[src/hw/rtl/slcg_pkg.sv]
`default_nettype none
package slcg_pkg;

  localparam int unsigned DataWidth   = 32;
  localparam int unsigned FactorWidth = 17;
  localparam int unsigned NumSteps    = 16;
  localparam int unsigned StepWidth   = $clog2(NumSteps);
  localparam int unsigned AddrWidth   = 3;

  localparam logic [DataWidth-1:0] SeedReset = 32'd11372797;
  localparam logic [DataWidth-1:0] SpreadAdd = 32'h0000FFFF;
  localparam logic [DataWidth-1:0] SpreadReset = ((~SeedReset) >> 5) + SpreadAdd;

  // register indexes, decoded from paddr[2]
  localparam logic RegSeed = 1'b0;

  localparam logic [FactorWidth-1:0] FactorTable [2*NumSteps] = '{
    17'd19,    17'd8191,  17'd337,   17'd431,   17'd89,    17'd257,   17'd2833,  17'd353,
    17'd4649,  17'd673,   17'd193,   17'd449,   17'd9901,  17'd97,    17'd1777,  17'd2113,
    17'd65537, 17'd113,   17'd953,   17'd683,   17'd1321,  17'd26317, 17'd37171, 17'd1013,
    17'd1657,  17'd1103,  17'd13367, 17'd5419,  17'd1429,  17'd20857, 17'd241,   17'd101
  };

  typedef struct packed {
    logic                 busy;
    logic [DataWidth-1:0] multiplier;
    logic [DataWidth-1:0] increment;
  } coef_t;

endpackage
`default_nettype wire

[src/hw/rtl/slcg_coef.sv]
`default_nettype none
module slcg_coef (
  input  wire logic                            clk,
  input  wire logic                            rst,
  input  wire logic                            load,
  input  wire logic [slcg_pkg::DataWidth-1:0]  load_seed,
  input  wire logic [slcg_pkg::DataWidth-1:0]  seed,
  output slcg_pkg::coef_t                      coef
);
  import slcg_pkg::*;

  logic                 busy;
  logic [StepWidth-1:0] step;
  logic [DataWidth-1:0] spread;
  logic [DataWidth-1:0] inc;
  logic [DataWidth-1:0] mul;
  logic [DataWidth-1:0] inc_next;
  logic [DataWidth-1:0] mul_next;
  logic [DataWidth-1:0] inc_prod;
  logic [DataWidth-1:0] mul_prod;

  always_comb begin
    inc_prod = inc * DataWidth'(FactorTable[{1'b0, step}]);
    mul_prod = mul * DataWidth'(FactorTable[{1'b1, step}]);
    inc_next = seed[step] ? inc_prod : inc;
    mul_next = spread[{1'b1, step}] ? mul_prod : mul;
  end

  always_ff @(posedge clk) begin
    if (rst) begin
      busy   <= 1'b1;
      step   <= '0;
      spread <= SpreadReset;
      inc    <= DataWidth'(1);
      mul    <= DataWidth'(2);
    end else if (load) begin
      busy   <= 1'b1;
      step   <= '0;
      spread <= ((~load_seed) >> 5) + SpreadAdd;
      inc    <= DataWidth'(1);
      mul    <= DataWidth'(2);
    end else if (busy) begin
      inc  <= inc_next;
      mul  <= mul_next;
      step <= step + StepWidth'(1);
      if (step == StepWidth'(NumSteps - 1)) begin
        busy <= 1'b0;
      end
    end
  end

  // the accumulated multiplier stays even, so adding one sets bit 0
  assign coef.busy       = busy;
  assign coef.multiplier = {mul[DataWidth-1:1], 1'b1};
  assign coef.increment  = inc;

endmodule
`default_nettype wire

[src/hw/rtl/slcg_core.sv]
`default_nettype none
module slcg_core (
  input  wire logic                            clk,
  input  wire logic                            rst,
  input  wire logic                            clear,
  input  wire slcg_pkg::coef_t                 coef,
  input  wire logic                            in_valid,
  output logic                                 in_ready,
  input  wire logic                            in_restart,
  output logic                                 out_valid,
  input  wire logic                            out_ready,
  output logic [slcg_pkg::DataWidth-1:0]       out_value
);
  import slcg_pkg::*;

  logic                 req_valid;
  logic                 req_restart;
  logic                 res_valid;
  logic [DataWidth-1:0] res_value;
  logic [DataWidth-1:0] current_value;
  logic                 advance;
  logic [DataWidth-1:0] base;
  logic [DataWidth-1:0] prod;
  logic [DataWidth-1:0] value_next;

  assign advance  = !res_valid || out_ready;
  assign in_ready = !coef.busy && (!req_valid || advance);

  always_comb begin
    base       = req_restart ? '0 : current_value;
    prod       = coef.multiplier * base;
    value_next = prod + coef.increment;
  end

  always_ff @(posedge clk) begin
    if (rst) begin
      req_valid     <= 1'b0;
      res_valid     <= 1'b0;
      current_value <= '0;
    end else begin
      if (in_ready) begin
        req_valid <= in_valid;
      end else if (advance) begin
        req_valid <= 1'b0;
      end
      if (advance) begin
        res_valid <= req_valid;
      end
      if (clear) begin
        current_value <= '0;
      end else if (advance && req_valid) begin
        current_value <= value_next;
      end
    end
  end

  always_ff @(posedge clk) begin
    if (in_ready && in_valid) begin
      req_restart <= in_restart;
    end
    if (advance && req_valid) begin
      res_value <= value_next;
    end
  end

  assign out_valid = res_valid;
  assign out_value = res_value;

endmodule
`default_nettype wire

[src/hw/rtl/seeded_lcg_generator.sv]
// an accepted request goes through a request and then a result register to m_tdata
// throughput: one transaction per cycle when not stalled by m_tready or a rebuild
// the step is one 32-bit multiply-add; after reset and after every seed write
// the coefficients are rebuilt by a 16-step multiply sequencer, with s_tready low
// reset clears the sequence state to zero and loads the seed 11372797
`default_nettype none
module seeded_lcg_generator (
  input  wire logic                            clk,
  input  wire logic                            rst,
  input  wire logic                            s_tvalid,
  output logic                                 s_tready,
  input  wire logic [7:0]                      s_tdata,   // [0] restart
  output logic                                 m_tvalid,
  input  wire logic                            m_tready,
  output logic [slcg_pkg::DataWidth-1:0]       m_tdata,   // [31:0] value
  input  wire logic                            psel,
  input  wire logic                            penable,
  input  wire logic                            pwrite,
  input  wire logic [slcg_pkg::AddrWidth-1:0]  paddr,
  input  wire logic [31:0]                     pwdata,
  output logic [31:0]                          prdata,
  output logic                                 pready
);
  import slcg_pkg::*;

  logic                 seed_wr;
  logic [DataWidth-1:0] seed;
  coef_t                coef;

  assign pready  = 1'b1;
  assign seed_wr = psel && penable && pwrite && (paddr[2] == RegSeed);
  assign prdata  = (paddr[2] == RegSeed) ? seed : '0;

  always_ff @(posedge clk) begin
    if (rst) begin
      seed <= SeedReset;
    end else if (seed_wr) begin
      seed <= pwdata;
    end
  end

  slcg_coef u_coef (
    .clk       (clk),
    .rst       (rst),
    .load      (seed_wr),
    .load_seed (pwdata),
    .seed      (seed),
    .coef      (coef)
  );

  slcg_core u_core (
    .clk        (clk),
    .rst        (rst),
    .clear      (seed_wr),
    .coef       (coef),
    .in_valid   (s_tvalid),
    .in_ready   (s_tready),
    .in_restart (s_tdata[0]),
    .out_valid  (m_tvalid),
    .out_ready  (m_tready),
    .out_value  (m_tdata)
  );

endmodule
`default_nettype wire

[config.mk]
export PLATFORM = sky130hd
export DESIGN_NAME = seeded_lcg_generator
export DESIGN_NICKNAME = d
export VERILOG_FILES = /design/src/hw/rtl/slcg_pkg.sv /design/src/hw/rtl/slcg_coef.sv /design/src/hw/rtl/slcg_core.sv /design/src/hw/rtl/seeded_lcg_generator.sv
export SDC_FILE = /design/constraint.sdc
export NUM_CORES = 2
export LEC_CHECK = 0
export BUFFER_PORTS_ARGS = -buffer_cell sky130_fd_sc_hd__buf_2
export CAP_MARGIN = 30
export CORE_MARGIN = 5
export CORE_UTILIZATION = 40
export CTS_CLUSTER_SIZE = 8
export DETAILED_ROUTE_END_ITERATION = 12
export GPL_ROUTABILITY_DRIVEN = 0
export MAX_ROUTING_LAYER = met4
export PLACE_DENSITY = 0.67
export RECOVER_POWER = 50
export SLEW_MARGIN = 5
export SYNTH_ARGS = -nofsm -noshare
export SYNTH_HDL_FRONTEND = slang
export SYNTH_HIERARCHICAL = 1
export SYNTH_SLANG_ARGS = --single-unit
[constraint.sdc]
create_clock -name clk -period 12.45 [get_ports clk]
set_input_delay 1.8675 -clock clk [delete_from_list [all_inputs] [get_ports clk]]
set_output_delay 1.8675 -clock clk [all_outputs]
set_load 0.1 [all_outputs]
==> impl_table.tex <==
\begin{tabular}{lr}
\hline
Metric & Value \\
\hline
\multicolumn{2}{l}{\textbf{Yosys}} \\
\quad Total of flip-flops plus latches after synthesis & 178 \\
\quad Sequential share of the synthesized area & 8.29\% \\
\quad Ys async rst share & 0\% \\
\quad Area of the mapped netlist & 47,000 um2 \\
\quad Number of enable flip-flop cells after synthesis & 33 \\
\quad Primary FF master, synth & sky130\_fd\_sc\_hd\_\_dfxtp\_1 \\
\quad Number of standard cells after synthesis & 5,379 \\
\quad Synth Area per Inst & 8.74 um2 \\
\quad Post-synthesis cell type count & 88 \\
\quad Yosys synthesis warning count & 6 \\
\multicolumn{2}{l}{\textbf{Place}} \\
\quad Cell Area, Placed & 49,000 um2 \\
\quad HPWL Detailed & 98,800 um \\
\quad IO buf count & 106 \\
\multicolumn{2}{l}{\textbf{Setup path}} \\
\quad Critical register-to-register path startpoint & u\_core/req\_restart \\
\quad Depth of the worst register-to-register path & 24 \\
\quad Worst setup path start & u\_core/req\_restart \\
\quad Crit Path Class & reg -> reg \\
\quad Setup slack of the worst register-to-register path & 3410 ps \\
\quad Critical Path RT & 12,700 ps \\
\quad CP Max Fanout & 24 \\
\quad Worst reg2reg endpoint & u\_core/out\_value[30] \\
\quad Arrival time at the worst endpoint & 9290 ps \\
\quad Sort of element at the end of the critical path & flop \\
\quad Kind of launch point of the worst setup path & flop \\
\multicolumn{2}{l}{\textbf{Power}} \\
\quad NetSw & 5.95 mW \\
\quad Power per unit of standard cell area & 211 nW/um2 \\
\quad Sequential cell fraction of total power & 8.6\% \\
\quad Total leakage power & 23.9 nW \\
\quad Part of the total power dissipated in combinational logic & 85.6\% \\
\quad Switching part of the total & 56.8\% \\
\quad Int Power & 4.53 mW \\
\quad Maximum vdd ir drop & 0.236 mV \\
\quad Clock power share & 5.8\% \\
\multicolumn{2}{l}{\textbf{Floorplan}} \\
\quad Core region area & 116,000 um2 \\
\quad Die Outline Area & 124,000 um2 \\
\quad Initial core utilization & 40.4\% \\
\quad Width of the chip & 353 um \\
\quad Row Count & 125 \\
\quad Number of I/O pins & 117 \\
\quad Die boundary height & 353 um \\
\multicolumn{2}{l}{\textbf{Drt}} \\
\quad Via count & 34,900 \\
\quad Initial DRC Count & 2,516 \\
\quad Routed length per placed instance & 18.6 um \\
\quad Number of remaining DRC errors & 0 \\
\quad Via density & 5.07 \\
\quad DRT Pass-1 Iters & 5 \\
\quad Final wirelength & 128,000 um \\
\quad ANT nets after route & 0 \\
\multicolumn{2}{l}{\textbf{Status}} \\
\quad Result of the run & finished with violations \\
\quad Violated checks & capacitance limit, slew limit \\
\multicolumn{2}{l}{\textbf{STA}} \\
\quad Number of setup violations in the final report & 0 \\
\quad Timing-limited maximum frequency & 111 MHz \\
\quad Hold Fails Final Rpt & 0 \\
\quad Least-Margin Pin Slew & 2960 ps \\
\quad Max Slew Vio Count & 280 \\
\quad Final cycle utilization of the critical path & 72.6\% \\
\quad Min Tclk post-route & 9040 ps \\
\quad Worst rel slew slack & -97.2\% \\
\quad Setup Total Neg Slack & 0 ps \\
\quad Final worst clock skew & 31.3 ps \\
\quad RSZ-0062 raised after global routing & no \\
\multicolumn{2}{l}{\textbf{Global routing}} \\
\quad Maximum number of pins on one net before global-route repair & 83 \\
\quad Combined global-route utilization of all metal layers & 21.6\% \\
\quad Antenna violations before repair & 3 \\
\quad GR Overflow Total & 0 \\
\quad Number of global-route vias before repair & 37,500 \\
\quad Wire length of the first global-routing pass & 207,000 um \\
\multicolumn{2}{l}{\textbf{CTS}} \\
\quad Clock-pin slew on the worst setup and hold paths & 90 ps \\
\quad Latest clock arrival within the worst-skew pair & 540 ps \\
\quad Cell chosen for the clock root & sky130\_fd\_sc\_hd\_\_clkbuf\_16 \\
\quad Post-CTS resize count & 0 \\
\quad Hold\_buf cts & 0 \\
\quad Number of buffers inserted by post-CTS setup repair & 0 \\
\quad TritonCTS clock tree & done \\
\quad Maximum number of buffers from clock root to sink & 2 \\
\quad CTS H-tree depth & 4 \\
\quad Total CTS buffers & 17 \\
\quad Clock tree sinks & 178 \\
\multicolumn{2}{l}{\textbf{Layout}} \\
\quad Area growth from synthesis to layout & 5.75\% \\
\quad Most frequent cells in the layout & 1,314 x sky130\_fd\_sc\_hd\_\_inv\_1, 1,006 x sky130\_fd\_sc\_hd\_\_fa\_1, 715 x sky130\_fd\_sc\_hd\_\_nand2\_1, 509 x sky130\_fd\_sc\_hd\_\_and2\_1, 304 x sky130\_fd\_sc\_hd\_\_ha\_1 \\
\quad Post-route design area & 49,700 um2 \\
\quad Commonest non-fill, non-tap cell in the layout & sky130\_fd\_sc\_hd\_\_inv\_1 \\
\quad Fraction of layout instances using a drive strength above 1 & 4.69\% \\
\quad Final net count & 6,703 \\
\multicolumn{2}{l}{\textbf{Worst hold path}} \\
\quad Cells on Worst Hold Path & 2 \\
\quad Class of the tightest hold or removal check & reg -> reg \\
\quad Hold\_sp & u\_core/current\_value[10] \\
\quad Worst Hold End & u\_core/current\_value[10] \\
\multicolumn{2}{l}{\textbf{Job}} \\
\quad Number of maximum-capacitance violations & 6 \\
\hline
\end{tabular}
-- Yosys cell counts (16+ instances only) --
library cell | n | area share (%)
sky130_fd_sc_hd__fa_1 | 1006 | 43
sky130_fd_sc_hd__nor2_1 | 183 | 1.5
sky130_fd_sc_hd__o211ai_1 | 16 | 0.26
sky130_fd_sc_hd__nand2b_1 | 46 | 0.61
sky130_fd_sc_hd__a21oi_1 | 142 | 1.5
sky130_fd_sc_hd__clkbuf_1 | 221 | 1.8
sky130_fd_sc_hd__nor3_1 | 45 | 0.48
sky130_fd_sc_hd__nand2_1 | 717 | 5.7
sky130_fd_sc_hd__mux2i_1 | 50 | 1.1
sky130_fd_sc_hd__dfxtp_1 | 145 | 6.2
sky130_fd_sc_hd__xor2_1 | 35 | 0.65
sky130_fd_sc_hd__ha_1 | 304 | 8.1
sky130_fd_sc_hd__and2_1 | 510 | 6.8
sky130_fd_sc_hd__inv_1 | 1313 | 10
sky130_fd_sc_hd__xnor2_1 | 134 | 2.5
sky130_fd_sc_hd__and3_1 | 20 | 0.27
sky130_fd_sc_hd__nand4_1 | 17 | 0.23
sky130_fd_sc_hd__a21o_1 | 27 | 0.43
sky130_fd_sc_hd__o21ai_0 | 68 | 0.72
sky130_fd_sc_hd__edfxtp_1 | 33 | 2.1
sky130_fd_sc_hd__nand3_1 | 44 | 0.47
sky130_fd_sc_hd__nor2b_1 | 74 | 0.99
-- worst max path at each step --
stage	cells past startpoint	endpoint	slack (ps)
3_5_place_dp	28	u_core/out_value[31]	3530
5_1_grt	25	u_coef/inc[31]	2920
4_1_cts	28	u_core/out_value[31]	3530
6_report	24	u_core/out_value[30]	3410
3_3_place_gp	28	u_core/out_value[31]	3580
2_1_floorplan	29	u_core/current_value[31]	4980
-- per-stage QoR --
step | std cells | hold slack, ps | power, mW | setup WS [ps] | util, %
global placement | 6840 | 448 | 9.60 | 3580 | 42.1
CTS | 6875 | 468 | 10.5 | 3530 | 42.7
global route | 6880 | 490 | 11.8 | 2920 | 42.7
detailed placement | 6843 | 453 | 9.74 | 3530 | 42.1
finish | 6883 | 468 | 10.5 | 3410 | 42.7
floorplan | 5390 | 429 | 7.48 | 4980 | -
-- logic make-up (layout without fill, tap and decap cells) --
logic type | count (synthesis) | in the layout | share of synthesized area, %
and+or+nand+nor | 1711 | 1711 | 17.9
buffers and inverters | 1583 | 1549 | 13.0
adders and majority gates | 1310 | 1310 | 51.0
AOI/OAI and AO/OA | 353 | 353 | 4.65
DFF | 178 | 178 | 8.29
xor gates and xnor gates | 176 | 176 | 3.47
muxes | 65 | 65 | 1.68
other | 3 | 17 | 0.0240
-- power by group through the flow --
stage,combinational [mW],sequential [mW],clock [mW]
after floorplan,6.68,0.796,0
after global placement,8.69,0.911,0
after detailed placement,8.83,0.912,0
after CTS,8.94,0.898,0.631
after global routing,10.2,0.910,0.648
final,8.98,0.899,0.608
-- cell type report --
class / count / area [um2]
Timing Repair Buffer: 202 / 1250
Clock inverter: 15 / 194
Fill cell: 11500 / 66700
Multi-Input combinational cell: 3629 / 37100
Tap cell: 1524 / 1910
Sequential cell: 178 / 3900
Antenna cell: 3 / 7.51
Inverter: 1315 / 4940
Clock buffer: 17 / 425
-- registers in the layout, indices dropped and copies added, names as in the netlist --
name	flops
seed	32
u_core/current_value	32
u_coef/inc	31
u_core/out_value	32
u_coef/busy	1
u_coef/step	4
u_coef/mul	31
u_core/req_restart	1
u_core/out_valid	1
u_coef/spread	12
u_core/req_valid	1
-- metal layers --
layer | global-route usage [%] | share of wire (%) | up-vias
met5 | - | 0 | -
met1 | 28.8 | 43 | 17800
met4 | 5.67 | 2.5 | 0
met2 | 34.2 | 46 | 1294
li1 | - | - | 15600
met3 | 3.97 | 8.6 | 210
-- worst max-delay path: stages (launching register included) --
cell	delay, ps
sky130_fd_sc_hd__edfxtp_1	630
sky130_fd_sc_hd__nor2b_1	590
sky130_fd_sc_hd__clkbuf_1	980
sky130_fd_sc_hd__and2_1	270
sky130_fd_sc_hd__fa_1	450
sky130_fd_sc_hd__fa_1	510
sky130_fd_sc_hd__fa_1	510
sky130_fd_sc_hd__inv_1	90
sky130_fd_sc_hd__fa_1	580
sky130_fd_sc_hd__inv_1	70
sky130_fd_sc_hd__fa_1	480
sky130_fd_sc_hd__fa_1	500
sky130_fd_sc_hd__fa_1	490
sky130_fd_sc_hd__inv_1	50
sky130_fd_sc_hd__fa_1	470
sky130_fd_sc_hd__inv_1	40
sky130_fd_sc_hd__ha_1	370
sky130_fd_sc_hd__a21o_1	210
sky130_fd_sc_hd__a21o_1	180
sky130_fd_sc_hd__a21o_1	180
sky130_fd_sc_hd__a21oi_1	170
sky130_fd_sc_hd__o21ai_0	90
sky130_fd_sc_hd__a21oi_1	370
sky130_fd_sc_hd__o21ai_0	280
sky130_fd_sc_hd__xor2_1	200
Power figures use the tool's default switching activity.
